===== src/rtl/rgbled_pkg.sv =====
// ---------------------------------------------------------------------------
// rgbled_pkg
// Shared types, codes and helpers for the RGB status LED pattern sequencer.
// ---------------------------------------------------------------------------
package rgbled_pkg;

   // width of the step tick down-counter
   localparam int TICK_BITS   = 16;
   localparam int PERIOD_BITS = 16;
   localparam int LEVEL_BITS  = 7;
   localparam int WIDE_BITS   = (TICK_BITS > PERIOD_BITS) ? TICK_BITS : PERIOD_BITS;

   localparam int CSR_ADDR_BITS = 3;
   localparam int CSR_DATA_BITS = PERIOD_BITS;

   localparam int REQ_USER_BITS = 2;
   localparam int REQ_DATA_BITS = 24;
   localparam int RSP_DATA_BITS = 8;

   localparam logic [3:0] BATT_STEPS   = 4'd12;
   localparam logic [3:0] TRIPLE_STEPS = 4'd6;
   localparam logic [3:0] CHECK_STEPS  = 4'd7;

   typedef enum logic [1:0] {
      ACT_TICK   = 2'd0,
      ACT_CMD    = 2'd1,
      ACT_REPORT = 2'd2
   } action_type;

   typedef enum logic [3:0] {
      CMD_BATT         = 4'd0,
      CMD_CHECK        = 4'd1,
      CMD_TRIPLE_WHITE = 4'd2,
      CMD_TRIPLE_GREEN = 4'd3,
      CMD_SINGLE_GREEN = 4'd4,
      CMD_SINGLE_BLUE  = 4'd5,
      CMD_TRIPLE_BLUE  = 4'd6,
      CMD_TRIPLE_RED   = 4'd7,
      CMD_ARM_NUMLOCK  = 4'd8
   } cmd_type;

   typedef enum logic [2:0] {
      KIND_NONE   = 3'd0,
      KIND_BATT   = 3'd1,
      KIND_CHECK  = 3'd2,
      KIND_TRIPLE = 3'd3,
      KIND_SINGLE = 3'd4
   } kind_type;

   typedef enum logic [2:0] {
      COL_OFF    = 3'd0,
      COL_RED    = 3'd1,
      COL_GREEN  = 3'd2,
      COL_BLUE   = 3'd3,
      COL_YELLOW = 3'd4,
      COL_CYAN   = 3'd5,
      COL_PURPLE = 3'd6,
      COL_WHITE  = 3'd7
   } colour_type;

   typedef enum logic [CSR_ADDR_BITS-1:0] {
      CSR_BLINK_PERIOD  = 3'd0,
      CSR_CHECK_PERIOD  = 3'd1,
      CSR_TRIPLE_PERIOD = 3'd2,
      CSR_SINGLE_PERIOD = 3'd3,
      CSR_HIGH_LEVEL    = 3'd4,
      CSR_MID_LEVEL     = 3'd5,
      CSR_LOW_LEVEL     = 3'd6
   } csr_addr_type;

   typedef struct packed {
      logic [PERIOD_BITS-1:0] blink_period;
      logic [PERIOD_BITS-1:0] check_period;
      logic [PERIOD_BITS-1:0] triple_period;
      logic [PERIOD_BITS-1:0] single_period;
      logic [LEVEL_BITS-1:0]  high_level;
      logic [LEVEL_BITS-1:0]  mid_level;
      logic [LEVEL_BITS-1:0]  low_level;
   } cfg_type;

   typedef struct packed {
      logic [7:0]            indicators;
      logic [LEVEL_BITS-1:0] battery_percent;
      logic [3:0]            mode;
      logic [1:0]            action;
   } item_type;

   typedef struct packed {
      logic numlock_state;
      logic busy_res;
      logic blue_on;
      logic green_on;
      logic red_on;
   } result_type;

   // LED bits of a colour: bit0 red, bit1 green, bit2 blue
   function automatic logic [2:0] colour_bits(colour_type c);
      logic [2:0] b;
      unique case (c)
         COL_OFF:    b = 3'b000;
         COL_RED:    b = 3'b001;
         COL_GREEN:  b = 3'b010;
         COL_BLUE:   b = 3'b100;
         COL_YELLOW: b = 3'b011;
         COL_CYAN:   b = 3'b110;
         COL_PURPLE: b = 3'b101;
         COL_WHITE:  b = 3'b111;
         default:    b = 3'b000;
      endcase
      return b;
   endfunction

   function automatic colour_type check_colour(logic [2:0] step);
      colour_type c;
      unique case (step)
         3'd0:    c = COL_WHITE;
         3'd1:    c = COL_RED;
         3'd2:    c = COL_GREEN;
         3'd3:    c = COL_BLUE;
         3'd4:    c = COL_YELLOW;
         3'd5:    c = COL_CYAN;
         3'd6:    c = COL_PURPLE;
         default: c = COL_OFF;
      endcase
      return c;
   endfunction

   // zero acts as one; saturate to the counter width
   function automatic logic [TICK_BITS-1:0] load_ticks(logic [PERIOD_BITS-1:0] period);
      logic [WIDE_BITS-1:0] pw;
      logic [WIDE_BITS-1:0] maxw;
      pw   = WIDE_BITS'(period);
      maxw = WIDE_BITS'({TICK_BITS{1'b1}});
      if (pw == '0) begin
         pw = WIDE_BITS'(1);
      end
      if (pw > maxw) begin
         pw = maxw;
      end
      return pw[TICK_BITS-1:0];
   endfunction

endpackage


===== src/rtl/rgbled_csr.sv =====
// ---------------------------------------------------------------------------
// rgbled_csr
// Configuration registers: step periods and battery thresholds.
// ---------------------------------------------------------------------------
module rgbled_csr (
   input  logic                                clock,
   input  logic                                reset,
   input  logic                                csr_we,
   input  logic [rgbled_pkg::CSR_ADDR_BITS-1:0] csr_addr,
   input  logic [rgbled_pkg::CSR_DATA_BITS-1:0] csr_wdata,
   output rgbled_pkg::cfg_type                 cfg
);
   import rgbled_pkg::*;

   cfg_type cfg_ff;
   cfg_type cfg_in;

   always_comb begin
      cfg_in = cfg_ff;
      if (csr_we) begin
         unique case (csr_addr_type'(csr_addr))
            CSR_BLINK_PERIOD:  cfg_in.blink_period  = csr_wdata;
            CSR_CHECK_PERIOD:  cfg_in.check_period  = csr_wdata;
            CSR_TRIPLE_PERIOD: cfg_in.triple_period = csr_wdata;
            CSR_SINGLE_PERIOD: cfg_in.single_period = csr_wdata;
            CSR_HIGH_LEVEL:    cfg_in.high_level    = csr_wdata[LEVEL_BITS-1:0];
            CSR_MID_LEVEL:     cfg_in.mid_level     = csr_wdata[LEVEL_BITS-1:0];
            CSR_LOW_LEVEL:     cfg_in.low_level     = csr_wdata[LEVEL_BITS-1:0];
            default:           cfg_in = cfg_ff;
         endcase
      end
   end

   always_ff @(posedge clock) begin
      if (reset) begin
         cfg_ff.blink_period  <= PERIOD_BITS'(250);
         cfg_ff.check_period  <= PERIOD_BITS'(500);
         cfg_ff.triple_period <= PERIOD_BITS'(120);
         cfg_ff.single_period <= PERIOD_BITS'(350);
         cfg_ff.high_level    <= LEVEL_BITS'(90);
         cfg_ff.mid_level     <= LEVEL_BITS'(50);
         cfg_ff.low_level     <= LEVEL_BITS'(20);
      end else begin
         cfg_ff <= cfg_in;
      end
   end

   assign cfg = cfg_ff;

endmodule


===== src/rtl/rgbled_seq.sv =====
// ---------------------------------------------------------------------------
// rgbled_seq
// Pattern state and its one-item update: tick count-down, step advance,
// command decode and NumLock feedback.
// ---------------------------------------------------------------------------
module rgbled_seq (
   input  logic                   clock,
   input  logic                   reset,
   input  logic                   step_en,
   input  rgbled_pkg::item_type   item,
   input  rgbled_pkg::cfg_type    cfg,
   output rgbled_pkg::result_type result
);
   import rgbled_pkg::*;

   kind_type               kind_ff,   kind_in;
   colour_type             colour_ff, colour_in;
   logic [3:0]             step_ff,   step_in;
   logic [TICK_BITS-1:0]   ticks_ff,  ticks_in;
   logic                   armed_ff,  armed_in;
   logic                   seen_ff,   seen_in;
   logic [2:0]             led_ff,    led_in;

   logic                   do_start;
   logic                   do_adv;
   kind_type               start_kind;
   colour_type             start_colour;
   colour_type             batt_colour;
   logic [3:0]             limit;
   logic [PERIOD_BITS-1:0] period;

   always_comb begin
      priority if (item.battery_percent >= cfg.high_level) begin
         batt_colour = COL_BLUE;
      end else if (item.battery_percent >= cfg.mid_level) begin
         batt_colour = COL_GREEN;
      end else if (item.battery_percent >= cfg.low_level) begin
         batt_colour = COL_YELLOW;
      end else begin
         batt_colour = COL_RED;
      end
   end

   always_comb begin
      kind_in      = kind_ff;
      colour_in    = colour_ff;
      step_in      = step_ff;
      ticks_in     = ticks_ff;
      armed_in     = armed_ff;
      seen_in      = seen_ff;
      led_in       = led_ff;
      do_start     = 1'b0;
      do_adv       = 1'b0;
      start_kind   = KIND_NONE;
      start_colour = COL_OFF;
      limit        = BATT_STEPS;
      period       = cfg.blink_period;

      unique case (action_type'(item.action))
         ACT_TICK: begin
            if (kind_ff != KIND_NONE) begin
               if (ticks_ff <= TICK_BITS'(1)) begin
                  do_adv = 1'b1;
               end else begin
                  ticks_in = ticks_ff - TICK_BITS'(1);
               end
            end
         end
         ACT_CMD: begin
            do_start = 1'b1;
            unique case (item.mode)
               CMD_BATT: begin
                  start_kind = KIND_BATT; start_colour = batt_colour;
               end
               CMD_CHECK: begin
                  start_kind = KIND_CHECK; start_colour = COL_WHITE;
               end
               CMD_TRIPLE_WHITE: begin
                  start_kind = KIND_TRIPLE; start_colour = COL_WHITE;
               end
               CMD_TRIPLE_GREEN: begin
                  start_kind = KIND_TRIPLE; start_colour = COL_GREEN;
               end
               CMD_SINGLE_GREEN: begin
                  start_kind = KIND_SINGLE; start_colour = COL_GREEN;
               end
               CMD_SINGLE_BLUE: begin
                  start_kind = KIND_SINGLE; start_colour = COL_BLUE;
               end
               CMD_TRIPLE_BLUE: begin
                  start_kind = KIND_TRIPLE; start_colour = COL_BLUE;
               end
               CMD_TRIPLE_RED: begin
                  start_kind = KIND_TRIPLE; start_colour = COL_RED;
               end
               CMD_ARM_NUMLOCK: begin
                  do_start = 1'b0;
                  armed_in = 1'b1;
               end
               default: begin
                  start_kind = KIND_SINGLE; start_colour = COL_RED;
               end
            endcase
         end
         ACT_REPORT: begin
            seen_in = item.indicators[0];
            if (armed_ff) begin
               armed_in     = 1'b0;
               do_start     = 1'b1;
               start_kind   = KIND_TRIPLE;
               start_colour = item.indicators[0] ? COL_RED : COL_GREEN;
            end
         end
         default: begin
         end
      endcase

      // a new pattern shows its first step at once
      if (do_start) begin
         kind_in   = start_kind;
         colour_in = start_colour;
         step_in   = '0;
         do_adv    = 1'b1;
      end

      if (do_adv) begin
         unique case (kind_in)
            KIND_BATT, KIND_TRIPLE: begin
               if (kind_in == KIND_TRIPLE) begin
                  limit  = TRIPLE_STEPS;
                  period = cfg.triple_period;
               end
               if (step_in >= limit) begin
                  led_in = 3'b000; kind_in = KIND_NONE; ticks_in = '0;
               end else begin
                  led_in   = step_in[0] ? 3'b000 : colour_bits(colour_in);
                  step_in  = step_in + 4'd1;
                  ticks_in = load_ticks(period);
               end
            end
            KIND_CHECK: begin
               if (step_in >= CHECK_STEPS) begin
                  led_in = 3'b000; kind_in = KIND_NONE; ticks_in = '0;
               end else begin
                  led_in   = colour_bits(check_colour(step_in[2:0]));
                  step_in  = step_in + 4'd1;
                  ticks_in = load_ticks(cfg.check_period);
               end
            end
            KIND_SINGLE: begin
               if (step_in == '0) begin
                  led_in   = colour_bits(colour_in);
                  step_in  = 4'd1;
                  ticks_in = load_ticks(cfg.single_period);
               end else begin
                  led_in = 3'b000; kind_in = KIND_NONE; ticks_in = '0;
               end
            end
            default: begin
               led_in = 3'b000; kind_in = KIND_NONE; ticks_in = '0;
            end
         endcase
      end
   end

   always_ff @(posedge clock) begin
      if (reset) begin
         kind_ff   <= KIND_NONE;
         colour_ff <= COL_OFF;
         step_ff   <= '0;
         ticks_ff  <= '0;
         armed_ff  <= 1'b0;
         seen_ff   <= 1'b0;
         led_ff    <= 3'b000;
      end else if (step_en) begin
         kind_ff   <= kind_in;
         colour_ff <= colour_in;
         step_ff   <= step_in;
         ticks_ff  <= ticks_in;
         armed_ff  <= armed_in;
         seen_ff   <= seen_in;
         led_ff    <= led_in;
      end
   end

   // state after this item
   assign result.red_on        = led_in[0];
   assign result.green_on      = led_in[1];
   assign result.blue_on       = led_in[2];
   assign result.busy_res      = (kind_in != KIND_NONE);
   assign result.numlock_state = seen_in;

endmodule


===== src/rtl/rgb_status_led_pattern_sequencer_unit.sv =====
// ---------------------------------------------------------------------------
// rgb_status_led_pattern_sequencer_unit
// RGB status LED sequencer: ticks, commands and host reports in, LED state out.
// ---------------------------------------------------------------------------
// Usage:
//   req_* carries one item per transfer: a time tick, a command code or a
//   host indicator report, the kind of item on req_tuser. Every item produces
//   exactly one rsp_* transfer with the LED state, busy flag and NumLock
//   state after that item.
//   csr_* writes the step periods and battery thresholds; write only while
//   no item is in flight.
// Path: an item taken on req_* passes through the input register, then the
//   result register loaded by the sequencer update, before it shows on rsp_*.
// Throughput: one item per cycle unless rsp_tready stalls; the pattern state
//   update is combinational, so back-to-back items chain through its registers.
// Stall: when rsp_tready is low with a result pending, the result register
//   holds; the input register still takes one more item, then req_tready drops.
// Reset: synchronous, active high; no pattern runs, LEDs off, NumLock flags
//   cleared, registers return to their default periods and thresholds.
// ---------------------------------------------------------------------------
module rgb_status_led_pattern_sequencer_unit (
   input  logic                                 clock,
   input  logic                                 reset,
   input  logic                                 req_tvalid,
   output logic                                 req_tready,
   // tuser: action[1:0]
   input  logic [rgbled_pkg::REQ_USER_BITS-1:0] req_tuser,
   // tdata: mode[3:0], battery_percent[10:4], indicators[18:11]
   input  logic [rgbled_pkg::REQ_DATA_BITS-1:0] req_tdata,
   // tdata: red_on[0], green_on[1], blue_on[2], busy_res[3], numlock_state[4]
   output logic                                 rsp_tvalid,
   input  logic                                 rsp_tready,
   output logic [rgbled_pkg::RSP_DATA_BITS-1:0] rsp_tdata,
   input  logic                                 csr_we,
   input  logic [rgbled_pkg::CSR_ADDR_BITS-1:0] csr_addr,
   input  logic [rgbled_pkg::CSR_DATA_BITS-1:0] csr_wdata
);
   import rgbled_pkg::*;

   logic       in_valid_ff, in_valid_in;
   item_type   in_item_ff;
   item_type   req_item;
   logic       out_valid_ff, out_valid_in;
   result_type out_res_ff;
   result_type seq_res;
   cfg_type    cfg;
   logic       step_en;
   logic       req_fire;

   assign req_item.action          = req_tuser;
   assign req_item.mode            = req_tdata[3:0];
   assign req_item.battery_percent = req_tdata[10:4];
   assign req_item.indicators      = req_tdata[18:11];

   assign step_en     = in_valid_ff && (!out_valid_ff || rsp_tready);
   assign req_tready  = !in_valid_ff || step_en;
   assign req_fire    = req_tvalid && req_tready;
   assign in_valid_in = req_fire || (in_valid_ff && !step_en);
   assign out_valid_in = step_en || (out_valid_ff && !rsp_tready);

   always_ff @(posedge clock) begin
      if (reset) begin
         in_valid_ff  <= 1'b0;
         out_valid_ff <= 1'b0;
      end else begin
         in_valid_ff  <= in_valid_in;
         out_valid_ff <= out_valid_in;
      end
   end

   always_ff @(posedge clock) begin
      if (req_fire) begin
         in_item_ff <= req_item;
      end
      if (step_en) begin
         out_res_ff <= seq_res;
      end
   end

   rgbled_csr u_csr (
      .clock     (clock),
      .reset     (reset),
      .csr_we    (csr_we),
      .csr_addr  (csr_addr),
      .csr_wdata (csr_wdata),
      .cfg       (cfg)
   );

   rgbled_seq u_seq (
      .clock   (clock),
      .reset   (reset),
      .step_en (step_en),
      .item    (in_item_ff),
      .cfg     (cfg),
      .result  (seq_res)
   );

   assign rsp_tvalid = out_valid_ff;
   assign rsp_tdata  = {3'b000, out_res_ff};

   // idle sequencer never lights an LED
   a_idle_dark: assert property (@(posedge clock) disable iff (reset)
      (rsp_tvalid && !rsp_tdata[3]) |-> (rsp_tdata[2:0] == 3'b000))
      else $error("LED lit while no pattern runs");

   // a buffered item moves to the result register when it has room
   a_item_moves: assert property (@(posedge clock) disable iff (reset)
      (in_valid_ff && (!rsp_tvalid || rsp_tready)) |=> rsp_tvalid)
      else $error("buffered item not delivered");

   // an empty result register never back-pressures the input
   a_ready_free: assert property (@(posedge clock) disable iff (reset)
      !rsp_tvalid |-> req_tready)
      else $error("input stalled with empty result register");

   // a stalled result holds its value
   a_result_hold: assert property (@(posedge clock) disable iff (reset)
      (rsp_tvalid && !rsp_tready) |=> (rsp_tvalid && $stable(rsp_tdata)))
      else $error("stalled result changed");

endmodule

===== config.mk =====
export PLATFORM = sky130hd
export DESIGN_NAME = rgb_status_led_pattern_sequencer_unit
export DESIGN_NICKNAME = d
export VERILOG_FILES = /design/src/rtl/rgbled_pkg.sv /design/src/rtl/rgbled_csr.sv /design/src/rtl/rgbled_seq.sv /design/src/rtl/rgb_status_led_pattern_sequencer_unit.sv
export SDC_FILE = /design/constraint.sdc
export NUM_CORES = 1
export LEC_CHECK = 0
export BUFFER_PORTS_ARGS = -buffer_cell sky130_fd_sc_hd__clkbuf_2
export CORE_ASPECT_RATIO = 0.8
export CORE_MARGIN = 4
export CORE_UTILIZATION = 49
export DETAILED_ROUTE_END_ITERATION = 10
export PLACE_DENSITY = 0.65
export SLEW_MARGIN = 10
export SYNTH_ARGS = -nofsm -noshare
export SYNTH_HDL_FRONTEND = slang
export SYNTH_SLANG_ARGS = --single-unit
export TNS_END_PERCENT = 50

===== constraint.sdc =====
create_clock -name clock -period 8.3 [get_ports clock]
set_clock_uncertainty 0.1 [all_clocks]
set_input_delay 0.83 -clock clock [delete_from_list [all_inputs] [get_ports clock]]
set_output_delay 0.83 -clock clock [all_outputs]
set_load 0.02 [all_outputs]

==> summary.txt <==
Place
  – I/O Buffers: 44
  – Placed cell area: 0.007672 mm²
  – Cell Count Post-Placement: 1119
  – Hpwl dp: approximately 14000 µm
  – Gp weighted congestion: about 0.88

Logic synthesis
  – Top-count cell post-synth: nand2_1
  – Area leader, netlist: dfxtp_1
  – Yosys warns: 0
  – Post-Syn Area: 0.007340 mm²
  – Top_reg_cell synth: dfxtp_1
  – Seq cells post-synth: 137
  – Post-synth EDFFs: 19
  – Seq/Total Area, Yosys: 39.96%
  – Commonest cells post-synth: nand2_1, dfxtp_1, a21oi_1
  – Area contributors post-synth: dfxtp_1, nand2_1, edfxtp_1
  – Post-synth top area share: between 30% and 40%
  – Cell count after synthesis: 926
  – Syn avg cell area: a little under 8 µm²
  – Async SR Flop Fraction: 0%
  – Yosys cell types: 71

Critical path
  – CP max FO: 17
  – CP max stage delay: 0.70 ns
  – CP arrival: about 6 ns
  – Crit. End Element: flop
  – CP startpoint kind: flop
  – Critical-path cell list: inv_1, ha_1, nand3_1, o21ai_0, buf_4, a2bb2oi_1, nand3_1, inv_1, ha_1, inv_1, o21ai_0, a41oi_1, and3_1, o211ai_1, o21ai_0, a221oi_1, nor3_1
  – Critical Path RT: 8.55 ns
  – Worst path slowest cell: inv_1
  – Worst setup path class: flop to flop

Timing
  – Slew HR: 24.29%
  – Unrepaired setup endpoints after global routing: no
  – Final min period: 5.594 ns
  – Tightest Pin Transition: 1.136 ns
  – Fin. Hold Viols: 0
  – # setup viols final: 0
  – Fin crit share: 67.40%
  – Pins Over Slew Limit: 0
  – Setup tns final: 0 ns
  – FMAX: roughly 0.18 GHz

Cells and area
  – Final Cell Area: 0.008275 mm²
  – Antenna cells: 0
  – Share of cells above drive strength 1: 10.96%
  – Area grow syn2layout: 12.75%
  – Layout Nets: 1036
  – Post-route insts no fill: 1151
  – Final core occ: 57.10%

CTS
  – CTS clock-pin slew for the worst setup and hold paths: 0.06 ns
  – CTS tree: done
  – H-tree Lvls: 4
  – CTS Buf Count: 17
  – Clock sink count: 137
  – Clock Path Buffers: 2
  – Worst-skew pair later-pin latency: about 0.43 ns
  – CTS root buf: clkbuf_16
  – Post-CTS repair timing setup buffer count: 0
  – Post-CTS Hold Buffers: 0
  – Post-CTS sizing: 0

Drt
  – Vias per cell: 5.825
  – Antenna-violating nets left: 0
  – WL met1: about 10000 µm
  – Routed WL per cell: ~17 µm
  – Met3 Routed Length: between 1500 and 2000 µm
  – Top sig layer: met4
  – Residual DRC: 0
  – Met2 routed WL: 8108 µm
  – Initial DRC count: 679
  – Routed via count: between 6k and 7k
  – Detailed Route WL: 20080 µm
  – DR pass1 iterations: 5

Run status
  – Status: completed

Power and ir drop
  – Net Sw Frac: 28.16%
  – Peak VDD IR: 0.1684 mV
  – Logic pwr share: 12.8%
  – P_sw: 0.0004838 W
  – P_int: roughly 0.0012 W
  – Leak: between 3 and 4 nW
  – Power Dens Cells: 207.6 mW/mm²
  – Clk network pwr share: 45.5%
  – Register share of total power: 41.7%

Global routing
  – Global-route wire length before repair: 32800 µm
  – Vias in the first global route: approximately 6.1k
  – GR Util All Layers: roughly a quarter
  – Largest net degree at the start of global routing: 109
  – Initial antenna violation count: 0
  – Gr ovfl total: 0

Floorplanning
  – Ports: 60
  – Starting Density: 50.64%
  – DIE AREA: 0.01701 mm²
  – Die width: 144.8 µm
  – Die height: 117.5 µm
  – Std cell rows: 39
  – Core ar.: 0.01449 mm²

Min path
  – Hold crit path type: flop to flop

Flow run
  – Max-cap viol count: 0
final cells by class:
cell class,count,area [µm²]
clock inverters,15,177.7
repair buffers,57,320.3
multi-input cells,709,4069
inverters,32,120.1
fillers,1380,6217
flip-flops and latches,137,2933
well taps,184,230.2
clock buffers,17,425.4
power by group through the flow:
| stage | Combinational, W | Clock, W | Sequential [W] |
|---|---|---|---|
| 2_1_floorplan | 0.000158 | 0 | 0.000724 |
| 3_3_place_gp | 0.000213 | 0 | 0.000730 |
| 3_5_place_dp | 0.000216 | 0 | 0.000730 |
| 4_1_cts | 0.000217 | 0.000791 | 0.000715 |
| 5_1_grt | 0.000246 | 0.000819 | 0.000719 |
| 6_report | 0.000220 | 0.000782 | 0.000716 |
per-stage QoR:
step | setup slack (ns) | total power (W) | hold WS [ns]
final | 2.706 | 0.001718 | 0.3562
after floorplan | 4.211 | 0.0008815 | 0.3338
after global placement | 2.902 | 0.0009430 | 0.3436
after global routing | 2.260 | 0.001784 | 0.3788
after CTS | 2.804 | 0.001724 | 0.3580
after detailed placement | 2.840 | 0.0009456 | 0.3488
cells in the final DEF, fill, tap and decap left out, types with 4 or more instances in the layout:
cell type    n
nand2_1    243
dfxtp_1    118
a21oi_1     84
nor2_1      57
clkbuf_2    43
ha_1        32
inv_1       31
nand3b_1    28
o21ai_0     27
nor4_1      21
nor3_1      20
edfxtp_1    19
clkbuf_16   17
nor2b_1     14
a22oi_1     14
buf_4       14
a31oi_1     13
a22o_1      10
nand3_1      9
a21o_1       8
o211ai_1     7
and3_1       7
nand2b_1     6
mux2i_1      6
xor2_1       6
o31ai_1      5
o21bai_1     5
a211oi_1     5
a221oi_1     5
or3_1        5
o22ai_1      5
inv_6        5
and2_1       4
a211o_1      4
inv_8        4
kinds of logic after synthesis:
group	count (synthesis)	share of synthesized area [%]
mux	8	1.125
compound gates	218	19.25
simple gates	438	28.20
fa+ha+maj	33	5.591
xor+xnor	9	1.074
flops	137	39.96
buf+inv	82	4.756
other cells	1	0.05109
final timing paths:
check                              from                              end  slack, ns  depth (start not counted)
max             in_item_ff[0]$_DFFE_PP_  u_seq.ticks_ff[15]$_SDFFE_PP0P_       2.71                         17
min          u_csr.cfg[13]$_SDFFE_PP0P_       u_csr.cfg[13]$_SDFFE_PP0P_       0.36                          2
max reg2reg     in_item_ff[0]$_DFFE_PP_  u_seq.ticks_ff[15]$_SDFFE_PP0P_       2.71                         17
min reg2reg  u_csr.cfg[13]$_SDFFE_PP0P_       u_csr.cfg[13]$_SDFFE_PP0P_       0.36                          2
registers in the layout, indices dropped and copies added, names as in the netlist:
signal / cells
in_valid_ff: 1
u_seq.step_ff: 4
rsp_tvalid: 1
u_seq.seen_ff: 1
rsp_tdata: 5
u_csr.cfg: 85
u_seq.armed_ff: 1
u_seq.led_ff: 3
in_item_ff: 14
u_seq.ticks_ff: 16
u_seq.kind_ff: 3
u_seq.colour_ff: 3
worst max-delay path, delay by kind of cell, from the launching register on:
kind                     cells  cell delay [ns]
flip-flops                   1             0.41
AO/OA/AOI/OAI                7             1.89
buffers and inverters        4             1.09
adder cells (fa/ha/maj)      2             0.65
AND/OR/NAND/NOR              4             1.36
metal layers:
layer / track usage, % / up-vias
li1: - / 3316
met1: 38.93 / 3134
met2: 31.85 / 240
met3: 6.824 / 14
met4: 4.953 / 0
met5: 0 / -
Power figures use the tool's default switching activity.
